`config.mk`:
```
export PLATFORM = sky130hd
export DESIGN_NAME = signed_integer_to_radix_digits_core
export DESIGN_NICKNAME = d
export VERILOG_FILES = /design/src/hdl/sird_pkg.sv /design/src/hdl/sird_cfg.sv /design/src/hdl/sird_front.sv /design/src/hdl/sird_queue.sv /design/src/hdl/sird_back.sv /design/src/hdl/signed_integer_to_radix_digits_core.sv
export SDC_FILE = /design/constraint.sdc
export NUM_CORES = 2
export LEC_CHECK = 0
export ABC_AREA = 0
export BUFFER_PORTS_ARGS = -buffer_cell sky130_fd_sc_hd__buf_4
export CORE_ASPECT_RATIO = 1.2
export CORE_MARGIN = 3
export CORE_UTILIZATION = 60
export DETAILED_ROUTE_END_ITERATION = 8
export MAX_ROUTING_LAYER = met4
export PLACE_DENSITY = 0.85
export SYNTH_ARGS = -nofsm -noshare
export SYNTH_HDL_FRONTEND = slang
export SYNTH_SLANG_ARGS = --single-unit
```
`constraint.sdc`:
```
create_clock -name clk -period 32.3 [get_ports clk]
set_input_delay 6.46 -clock clk [delete_from_list [all_inputs] [get_ports clk]]
set_output_delay 6.46 -clock clk [all_outputs]
set_load 0.01 [all_outputs]
```
`src/hdl/sird_pkg.sv`:
```
package sird_pkg;

  localparam int VALUE_BITS     = 32;
  localparam int MAX_SYMBOLS    = 32;
  localparam int SYM_BITS       = 8;
  localparam int ALPHA_WORDS    = 4;
  localparam int CFG_DATA_BITS  = 64;
  localparam int CFG_INDEX_BITS = 3;
  localparam int LEN_BITS       = 6;
  localparam int DIGIT_BITS     = $clog2(MAX_SYMBOLS);
  localparam int CHUNK_BITS     = 8;
  localparam int CHUNKS         = VALUE_BITS / CHUNK_BITS;
  localparam int STEP_BITS      = (CHUNKS > 1) ? $clog2(CHUNKS) : 1;
  localparam int STACK_BITS     = $clog2(VALUE_BITS + 1);

  localparam logic [SYM_BITS-1:0] MINUS_SIGN = 8'h2D;
  localparam logic [SYM_BITS-1:0] PLUS_SIGN  = 8'h2B;
  localparam logic [LEN_BITS-1:0] MIN_RADIX  = LEN_BITS'(2);

  typedef enum logic [CFG_INDEX_BITS-1:0] {
    REG_BASE_LENGTH = 3'd0,
    REG_ALPHABET_0  = 3'd1,
    REG_ALPHABET_1  = 3'd2,
    REG_ALPHABET_2  = 3'd3,
    REG_ALPHABET_3  = 3'd4
  } reg_index_t;

  typedef logic [MAX_SYMBOLS-1:0][SYM_BITS-1:0] sym_array_t;

  typedef struct packed {
    logic ok;
    logic busy;
  } alpha_status_t;

  typedef struct packed {
    logic                  negative;
    logic [VALUE_BITS-1:0] mag;
  } job_t;

  typedef enum logic [1:0] {
    B_IDLE,
    B_DIV,
    B_SIGN,
    B_EMIT
  } back_state_t;

endpackage

```
`src/hdl/sird_cfg.sv`:
```
module sird_cfg (
  input  logic                                 clk,
  input  logic                                 rst,
  input  logic                                 cfg_valid,
  output logic                                 cfg_ready,
  input  logic [sird_pkg::CFG_INDEX_BITS-1:0]  cfg_index,
  input  logic [sird_pkg::CFG_DATA_BITS-1:0]   cfg_data,
  output logic [sird_pkg::LEN_BITS-1:0]        base_length,
  output sird_pkg::sym_array_t                 symbols,
  output sird_pkg::alpha_status_t              status
);
  import sird_pkg::*;

  logic [ALPHA_WORDS-1:0][CFG_DATA_BITS-1:0] alphabet;
  logic                  chk_busy;
  logic                  alpha_ok;
  logic [DIGIT_BITS-1:0] chk_idx;
  logic [SYM_BITS-1:0]   cur;
  logic                  len_ok;
  logic                  in_use;
  logic                  dup;
  logic                  sym_bad;

  assign cfg_ready = 1'b1;
  assign symbols   = sym_array_t'(alphabet);
  assign status.ok   = alpha_ok & ~chk_busy;
  assign status.busy = chk_busy;

  assign len_ok = (base_length >= MIN_RADIX) && (base_length <= LEN_BITS'(MAX_SYMBOLS));
  assign cur    = symbols[chk_idx];
  assign in_use = LEN_BITS'(chk_idx) < base_length;

  // compare the current symbol with every later symbol in use
  always_comb begin
    dup = 1'b0;
    for (int j = 0; j < MAX_SYMBOLS; j++) begin
      if ((DIGIT_BITS'(j) > chk_idx) && (LEN_BITS'(j) < base_length) &&
          (symbols[j] == cur)) begin
        dup = 1'b1;
      end
    end
  end

  assign sym_bad = in_use && ((cur == PLUS_SIGN) || (cur == MINUS_SIGN) || dup);

  always_ff @(posedge clk) begin
    if (rst) begin
      base_length <= '0;
      alphabet    <= '0;
      chk_busy    <= 1'b0;
      alpha_ok    <= 1'b0;
      chk_idx     <= '0;
    end else if (cfg_valid) begin
      case (cfg_index)
        REG_BASE_LENGTH: base_length <= cfg_data[LEN_BITS-1:0];
        REG_ALPHABET_0:  alphabet[0] <= cfg_data;
        REG_ALPHABET_1:  alphabet[1] <= cfg_data;
        REG_ALPHABET_2:  alphabet[2] <= cfg_data;
        REG_ALPHABET_3:  alphabet[3] <= cfg_data;
        default: ;
      endcase
      // any write restarts the sweep over the symbols
      chk_busy <= 1'b1;
      alpha_ok <= 1'b1;
      chk_idx  <= '0;
    end else if (chk_busy) begin
      if (!len_ok || sym_bad) begin
        alpha_ok <= 1'b0;
      end
      chk_idx <= chk_idx + 1'b1;
      if (chk_idx == DIGIT_BITS'(MAX_SYMBOLS - 1)) begin
        chk_busy <= 1'b0;
      end
    end
  end

endmodule

```
`src/hdl/sird_front.sv`:
```
module sird_front (
  input  logic                              push,
  output logic                              full,
  input  logic signed [sird_pkg::VALUE_BITS-1:0] value,
  input  sird_pkg::alpha_status_t           status,
  input  logic                              q_full,
  output logic                              q_push,
  output sird_pkg::job_t                    q_job
);
  import sird_pkg::*;

  logic [VALUE_BITS-1:0] raw;
  logic                  accept;

  assign full   = status.busy | q_full;
  assign accept = push & ~full;
  // words taken under a bad alphabet are dropped here
  assign q_push = accept & status.ok;

  assign raw            = VALUE_BITS'(value);
  assign q_job.negative = raw[VALUE_BITS-1];
  // unsigned magnitude; the most negative value comes out as the sign bit alone
  assign q_job.mag      = raw[VALUE_BITS-1] ? VALUE_BITS'(~raw + 1'b1) : raw;

endmodule

```
`src/hdl/sird_queue.sv`:
```
module sird_queue (
  input  logic           clk,
  input  logic           rst,
  input  logic           wr,
  input  sird_pkg::job_t wr_job,
  output logic           q_full,
  input  logic           rd,
  output sird_pkg::job_t rd_job,
  output logic           q_empty
);
  import sird_pkg::*;

  job_t       entries [2];
  logic       wr_ptr;
  logic       rd_ptr;
  logic [1:0] count;

  assign q_full  = (count == 2'd2);
  assign q_empty = (count == 2'd0);
  assign rd_job  = entries[rd_ptr];

  always_ff @(posedge clk) begin
    if (wr && !q_full) begin
      entries[wr_ptr] <= wr_job;
    end
  end

  always_ff @(posedge clk) begin
    if (rst) begin
      wr_ptr <= 1'b0;
      rd_ptr <= 1'b0;
      count  <= '0;
    end else begin
      if (wr && !q_full) begin
        wr_ptr <= ~wr_ptr;
      end
      if (rd && !q_empty) begin
        rd_ptr <= ~rd_ptr;
      end
      case ({wr && !q_full, rd && !q_empty})
        2'b10:   count <= count + 1'b1;
        2'b01:   count <= count - 1'b1;
        default: count <= count;
      endcase
    end
  end

endmodule

```
`src/hdl/sird_back.sv`:
```
module sird_back (
  input  logic                           clk,
  input  logic                           rst,
  input  logic                           job_empty,
  input  sird_pkg::job_t                 job,
  output logic                           job_pop,
  input  logic [sird_pkg::LEN_BITS-1:0]  radix,
  input  sird_pkg::sym_array_t           symbols,
  output logic                           empty,
  input  logic                           pop,
  output logic [sird_pkg::SYM_BITS-1:0]  character,
  output logic                           last
);
  import sird_pkg::*;

  back_state_t           state;
  back_state_t           state_next;
  logic [VALUE_BITS-1:0] quo;
  logic [DIGIT_BITS-1:0] rem;
  logic [STEP_BITS-1:0]  step;
  logic                  negative;
  logic [DIGIT_BITS-1:0] stack [VALUE_BITS];
  logic [STACK_BITS-1:0] sp;
  logic [STACK_BITS-1:0] sp_m1;

  logic [VALUE_BITS-1:0] div_quo;
  logic [DIGIT_BITS-1:0] div_rem;
  logic                  last_chunk;

  // two-word result buffer
  logic [SYM_BITS-1:0]   ob_char [2];
  logic                  ob_last [2];
  logic                  ob_wr;
  logic                  ob_rd;
  logic [1:0]            ob_cnt;
  logic                  ob_full;
  logic                  ob_push;
  logic                  ob_pop;
  logic [SYM_BITS-1:0]   ob_in_char;
  logic                  ob_in_last;

  assign ob_full    = (ob_cnt == 2'd2);
  assign empty      = (ob_cnt == 2'd0);
  assign ob_pop     = pop & ~empty;
  assign character  = ob_char[ob_rd];
  assign last       = ob_last[ob_rd];
  assign last_chunk = (step == STEP_BITS'(CHUNKS - 1));
  assign sp_m1      = sp - 1'b1;

  // restoring division, one byte of the dividend per cycle
  always_comb begin
    logic [LEN_BITS-1:0]   r;
    logic [VALUE_BITS-1:0] q;
    r = {1'b0, rem};
    q = quo;
    for (int k = 0; k < CHUNK_BITS; k++) begin
      r = {r[LEN_BITS-2:0], q[VALUE_BITS-1]};
      q = {q[VALUE_BITS-2:0], 1'b0};
      if (r >= radix) begin
        r    = r - radix;
        q[0] = 1'b1;
      end
    end
    div_quo = q;
    div_rem = r[DIGIT_BITS-1:0];
  end

  always_comb begin
    state_next = state;
    case (state)
      B_IDLE: begin
        if (!job_empty) begin
          state_next = B_DIV;
        end
      end
      B_DIV: begin
        if (last_chunk && (div_quo == '0)) begin
          state_next = negative ? B_SIGN : B_EMIT;
        end
      end
      B_SIGN: begin
        if (!ob_full) begin
          state_next = B_EMIT;
        end
      end
      B_EMIT: begin
        if (!ob_full && (sp == STACK_BITS'(1))) begin
          state_next = B_IDLE;
        end
      end
      default: state_next = B_IDLE;
    endcase
  end

  always_comb begin
    job_pop    = 1'b0;
    ob_push    = 1'b0;
    ob_in_char = MINUS_SIGN;
    ob_in_last = 1'b0;
    case (state)
      B_IDLE: job_pop = ~job_empty;
      B_SIGN: ob_push = ~ob_full;
      B_EMIT: begin
        ob_push    = ~ob_full;
        ob_in_char = symbols[stack[sp_m1[DIGIT_BITS-1:0]]];
        ob_in_last = (sp == STACK_BITS'(1));
      end
      default: ;
    endcase
  end

  always_ff @(posedge clk) begin
    if (rst) begin
      state <= B_IDLE;
    end else begin
      state <= state_next;
    end
  end

  always_ff @(posedge clk) begin
    case (state)
      B_IDLE: begin
        if (job_pop) begin
          quo      <= job.mag;
          negative <= job.negative;
          rem      <= '0;
          step     <= '0;
          sp       <= '0;
        end
      end
      B_DIV: begin
        quo <= div_quo;
        if (last_chunk) begin
          // digits stack up least significant first
          stack[sp[DIGIT_BITS-1:0]] <= div_rem;
          sp   <= sp + 1'b1;
          rem  <= '0;
          step <= '0;
        end else begin
          rem  <= div_rem;
          step <= step + 1'b1;
        end
      end
      B_EMIT: begin
        if (!ob_full) begin
          sp <= sp_m1;
        end
      end
      default: ;
    endcase
  end

  always_ff @(posedge clk) begin
    if (ob_push) begin
      ob_char[ob_wr] <= ob_in_char;
      ob_last[ob_wr] <= ob_in_last;
    end
  end

  always_ff @(posedge clk) begin
    if (rst) begin
      ob_wr  <= 1'b0;
      ob_rd  <= 1'b0;
      ob_cnt <= '0;
    end else begin
      if (ob_push) begin
        ob_wr <= ~ob_wr;
      end
      if (ob_pop) begin
        ob_rd <= ~ob_rd;
      end
      case ({ob_push, ob_pop})
        2'b10:   ob_cnt <= ob_cnt + 1'b1;
        2'b01:   ob_cnt <= ob_cnt - 1'b1;
        default: ob_cnt <= ob_cnt;
      endcase
    end
  end

endmodule

```
`src/hdl/signed_integer_to_radix_digits_core.sv`:
```
// channel   signals                                 word
// input     push, full, value                       one signed 32-bit number
// result    empty, pop, character, last             one text byte, last on final byte
// config    cfg_valid, cfg_ready, cfg_index, cfg_data   one register write
//
// A number leaves the queue; the divider then works out its digits least
// significant first, taking the dividend one byte a cycle; a minus sign comes
// next if it is negative, then the digits most significant first. Emission
// waits while the two-word result buffer is full. A two-entry queue parts
// intake from the divider. After any config write full stays high while the
// alphabet is checked symbol by symbol; out of reset the alphabet counts as
// bad, and numbers taken under a bad alphabet give no bytes.
module signed_integer_to_radix_digits_core (
  input  logic                                     clk,
  input  logic                                     rst,
  input  logic                                     push,
  output logic                                     full,
  input  logic signed [sird_pkg::VALUE_BITS-1:0]   value,
  output logic                                     empty,
  input  logic                                     pop,
  output logic [sird_pkg::SYM_BITS-1:0]            character,
  output logic                                     last,
  input  logic                                     cfg_valid,
  output logic                                     cfg_ready,
  input  logic [sird_pkg::CFG_INDEX_BITS-1:0]      cfg_index,
  input  logic [sird_pkg::CFG_DATA_BITS-1:0]       cfg_data
);
  import sird_pkg::*;

  logic [LEN_BITS-1:0] base_length;
  sym_array_t          symbols;
  alpha_status_t       status;
  logic                q_full;
  logic                q_empty;
  logic                q_push;
  logic                q_pop;
  job_t                q_job;
  job_t                head_job;

  sird_cfg u_cfg (
    .clk        (clk),
    .rst        (rst),
    .cfg_valid  (cfg_valid),
    .cfg_ready  (cfg_ready),
    .cfg_index  (cfg_index),
    .cfg_data   (cfg_data),
    .base_length(base_length),
    .symbols    (symbols),
    .status     (status)
  );

  sird_front u_front (
    .push  (push),
    .full  (full),
    .value (value),
    .status(status),
    .q_full(q_full),
    .q_push(q_push),
    .q_job (q_job)
  );

  sird_queue u_queue (
    .clk    (clk),
    .rst    (rst),
    .wr     (q_push),
    .wr_job (q_job),
    .q_full (q_full),
    .rd     (q_pop),
    .rd_job (head_job),
    .q_empty(q_empty)
  );

  sird_back u_back (
    .clk      (clk),
    .rst      (rst),
    .job_empty(q_empty),
    .job      (head_job),
    .job_pop  (q_pop),
    .radix    (base_length),
    .symbols  (symbols),
    .empty    (empty),
    .pop      (pop),
    .character(character),
    .last     (last)
  );

endmodule
```
==> metrics.md <==
| Metric | Value |
|---|---|
| DIE AREA | `56900 µm²` |
| Initial antenna violation count | `6` |
| CTS Buf Count | `55` |
| Clock transition at path regs | `0.08 ns` |
| Number of nets in the layout | `3467` |
| Clock latency on the worst-skew pair | `0.66 ns` |
| Gate Count Post-Synth | `3295` |
| DP HPWL | `72.8 mm` |
| Clock Sinks | `571` |
| Pins Over Slew Limit | `0` |
| Post-CTS setup buffers | `0` |
| Sequential area share after synthesis | `44.2%` |
| Mapped Avg Cell Area | `9.84 µm²` |
| Synthesized area | `32400 µm²` |
| Most common cell after layout, fill and taps aside | `nand2_1` |
| R2R Path Start | `u_cfg.base_length[2]` |
| Synth Warn # | `0` |
| #FFs+latches synth | `571` |
| Final TNS setup | `0 ns` |
| Reg-to-reg endpoint | `u_back.state[0]` |
| Number of global-route vias before repair | `25200` |
| Hold Path Sink | `u_cfg.symbols[5]` |
| Post-route minimum period | `16.34 ns` |
| Hold depth | `2` |
| DRC Markers | `0` |
| RSZ-0062 raised after global routing | `false` |
| Final worst setup slack | `15.96 ns` |
| DR WL/cell | `26.6 µm` |
| Ys async rst share | `0%` |
| Syn Nets | `3477` |
| Critical Path Source | `u_cfg.base_length[2]` |
| WHS | `0.475 ns` |
| Top FF cell, synth | `edfxtp_1` |
| Final worst-path cycle share | `50.6%` |
| Crit path DAT | `16.90 ns` |
| Status | `complete, no violations` |
| Number of synthesized flops with an enable pin | `290` |
| Vias/cell | `6.60` |
| IO Pins | `116` |
| Via count | `26700` |
| Initial Util | `61.2%` |
| Highest-count cells in the layout ignoring fill and taps | `nand2_1 (612), a21oi_1 (350), edfxtp_1 (290)` |
| Post_cts resized | `0` |
| RePlAce Congestion | `1.05` |
| Final setup vio count | `0` |
| Measured slew at the worst slew-check pin | `1.36 ns` |
| Rows | `92` |
| Hold Fails Final Rpt | `0` |
| Global-route congestion overflow total | `0` |
| Crit path capture type | `register` |
| # hold bufs at CTS | `0` |
| Max-cap violations | `0` |
| DR pass1 iterations | `6` |
| Routed wire length | `107 mm` |
| Worst-path maximum fanout | `17` |
| Non-filler instance count after layout | `4043` |
| Min-Delay Path Class | `reg -> reg` |
| Distinct cells, synth | `70` |
| Slowest CP cell | `a21oi_1` |
| Max-slew headroom | `8.53%` |
| R2R setup slack | `15.96 ns` |
| Slowest Stage Delay on Critical Path | `0.69 ns` |
| Worst EP required | `32.86 ns` |
| Fin Clk Skew | `0.0274 ns` |
| Pre-CTS setup slack | `16.40 ns` |
| CTS tree | `built` |
| Die W | `218 µm` |
| IO Port Bufs | `114` |
| Inst Count DP | `3932` |
| GRT Overall Usage | `38.5%` |
| Largest net degree at the start of global routing | `112` |
| Final ANT Viol Nets | `0` |
| HP Start | `u_cfg.symbols[5]` |
| 1st-iter DRT viols | `3510` |
| CTS root buf | `clkbuf_16` |
| CP Launch Type | `register` |
| Core area | `53000 µm²` |
| R2r worst-path depth | `61` |
| Die H | `261 µm` |
| Fmax | `61.2 MHz` |
| Layout cells sized above 1 | `12.3%` |
| Htree depth | `2` |
| Max clock buf depth | `3` |
| CP Class | `reg -> reg` |
| First-pass GRT wire length | `159 mm` |
| P&R area growth vs syn | `9.18%` |
[worst max-delay path: cells and delay by family (launching register included)]
kind / cells / cell delay [ns]
compound gates: 33 / 8.42
fa+ha+maj: 8 / 2.68
buf+inv: 4 / 0.79
flops: 1 / 0.65
mux: 4 / 1.51
simple gates: 12 / 2.15
[sequential cells by signal, indices dropped and copies added (netlist names), named ones only]
register           flops
u_back.step            2
u_queue.rd_ptr         1
u_back.state           2
u_queue.entries       66
u_queue.wr_ptr         1
u_back.quo            32
u_queue.count          2
u_back.ob_char        16
u_back.sp              6
u_cfg.base_length      6
u_back.rem             5
u_back.ob_last         2
u_back.ob_rd           1
u_back.stack         160
u_cfg.chk_idx          5
u_cfg.alpha_ok         1
u_back.ob_wr           1
u_back.ob_cnt          2
u_cfg.chk_busy         1
u_back.negative        1
u_cfg.symbols        256
[cell usage after synthesis, types with 54 or more instances]
library cell  count  area [µm²]
a211oi_1         64         480
dfxtp_1         281        5630
inv_1            58         218
mux4_2           55        1240
nor2b_1          54         338
nand2_1         613        2300
xnor2_1         170        1490
xor2_1          146        1280
a21oi_1         351        1760
o21ai_0          83         415
ha_1             70         876
mux2i_1         243        2430
clkbuf_1        128         480
edfxtp_1        290        8710
nor2_1          105         394
[cell type report]
cell class                 instances  area, µm²
multi-input combinational       2437      16800
sequential                       571      14300
fill                            4107      17600
antenna                            6       15.0
inverter                          59        221
clock buffer                      68       1510
tap                              705        882
timing repair buffer             161       1220
clock inverter                    36        412
[layer usage]
layer / track usage (%) / vias to the layer above / routed length, µm
met5: - / - / 0
met4: 25.2 / 0 / 9270
met3: 8.09 / 516 / 10800
met2: 59.8 / 1739 / 49500
met1: 45.4 / 12700 / 37900
li1: - / 11800 / -
[worst max path at each step]
stage	slack (ns)	endpoint
floorplan	17.58	u_back.stack[0][2]
global placement	16.77	u_back.state[0]
detailed placement	16.40	u_back.state[0]
CTS	16.27	u_back.state[0]
global route	14.83	u_back.state[0]
finish	15.96	u_back.state[0]
[logic make-up after synthesis]
family	count (synthesis)	synth area share, %
other	1	0.0116
AO/OA/AOI/OAI	680	12.4
buffers and inverters	287	4.27
flip-flops	571	44.2
adder cells (fa/ha/maj)	78	3.20
AND/OR/NAND/NOR	1004	13.8
XOR/XNOR	317	8.59
multiplexers	357	13.5
[metrics by stage]
stage | cell area (µm²) | util, %
final | 35400 | 66.8
after floorplan | 32400 | -
after CTS | 35400 | 66.8
after detailed placement | 33400 | 63.1
after global routing | 35400 | 66.8
after global placement | 33400 | 63.1
Power is left out: the tool's default activity adds up to more than one toggle a clock period on the data nets, which glitch-free logic cannot reach.
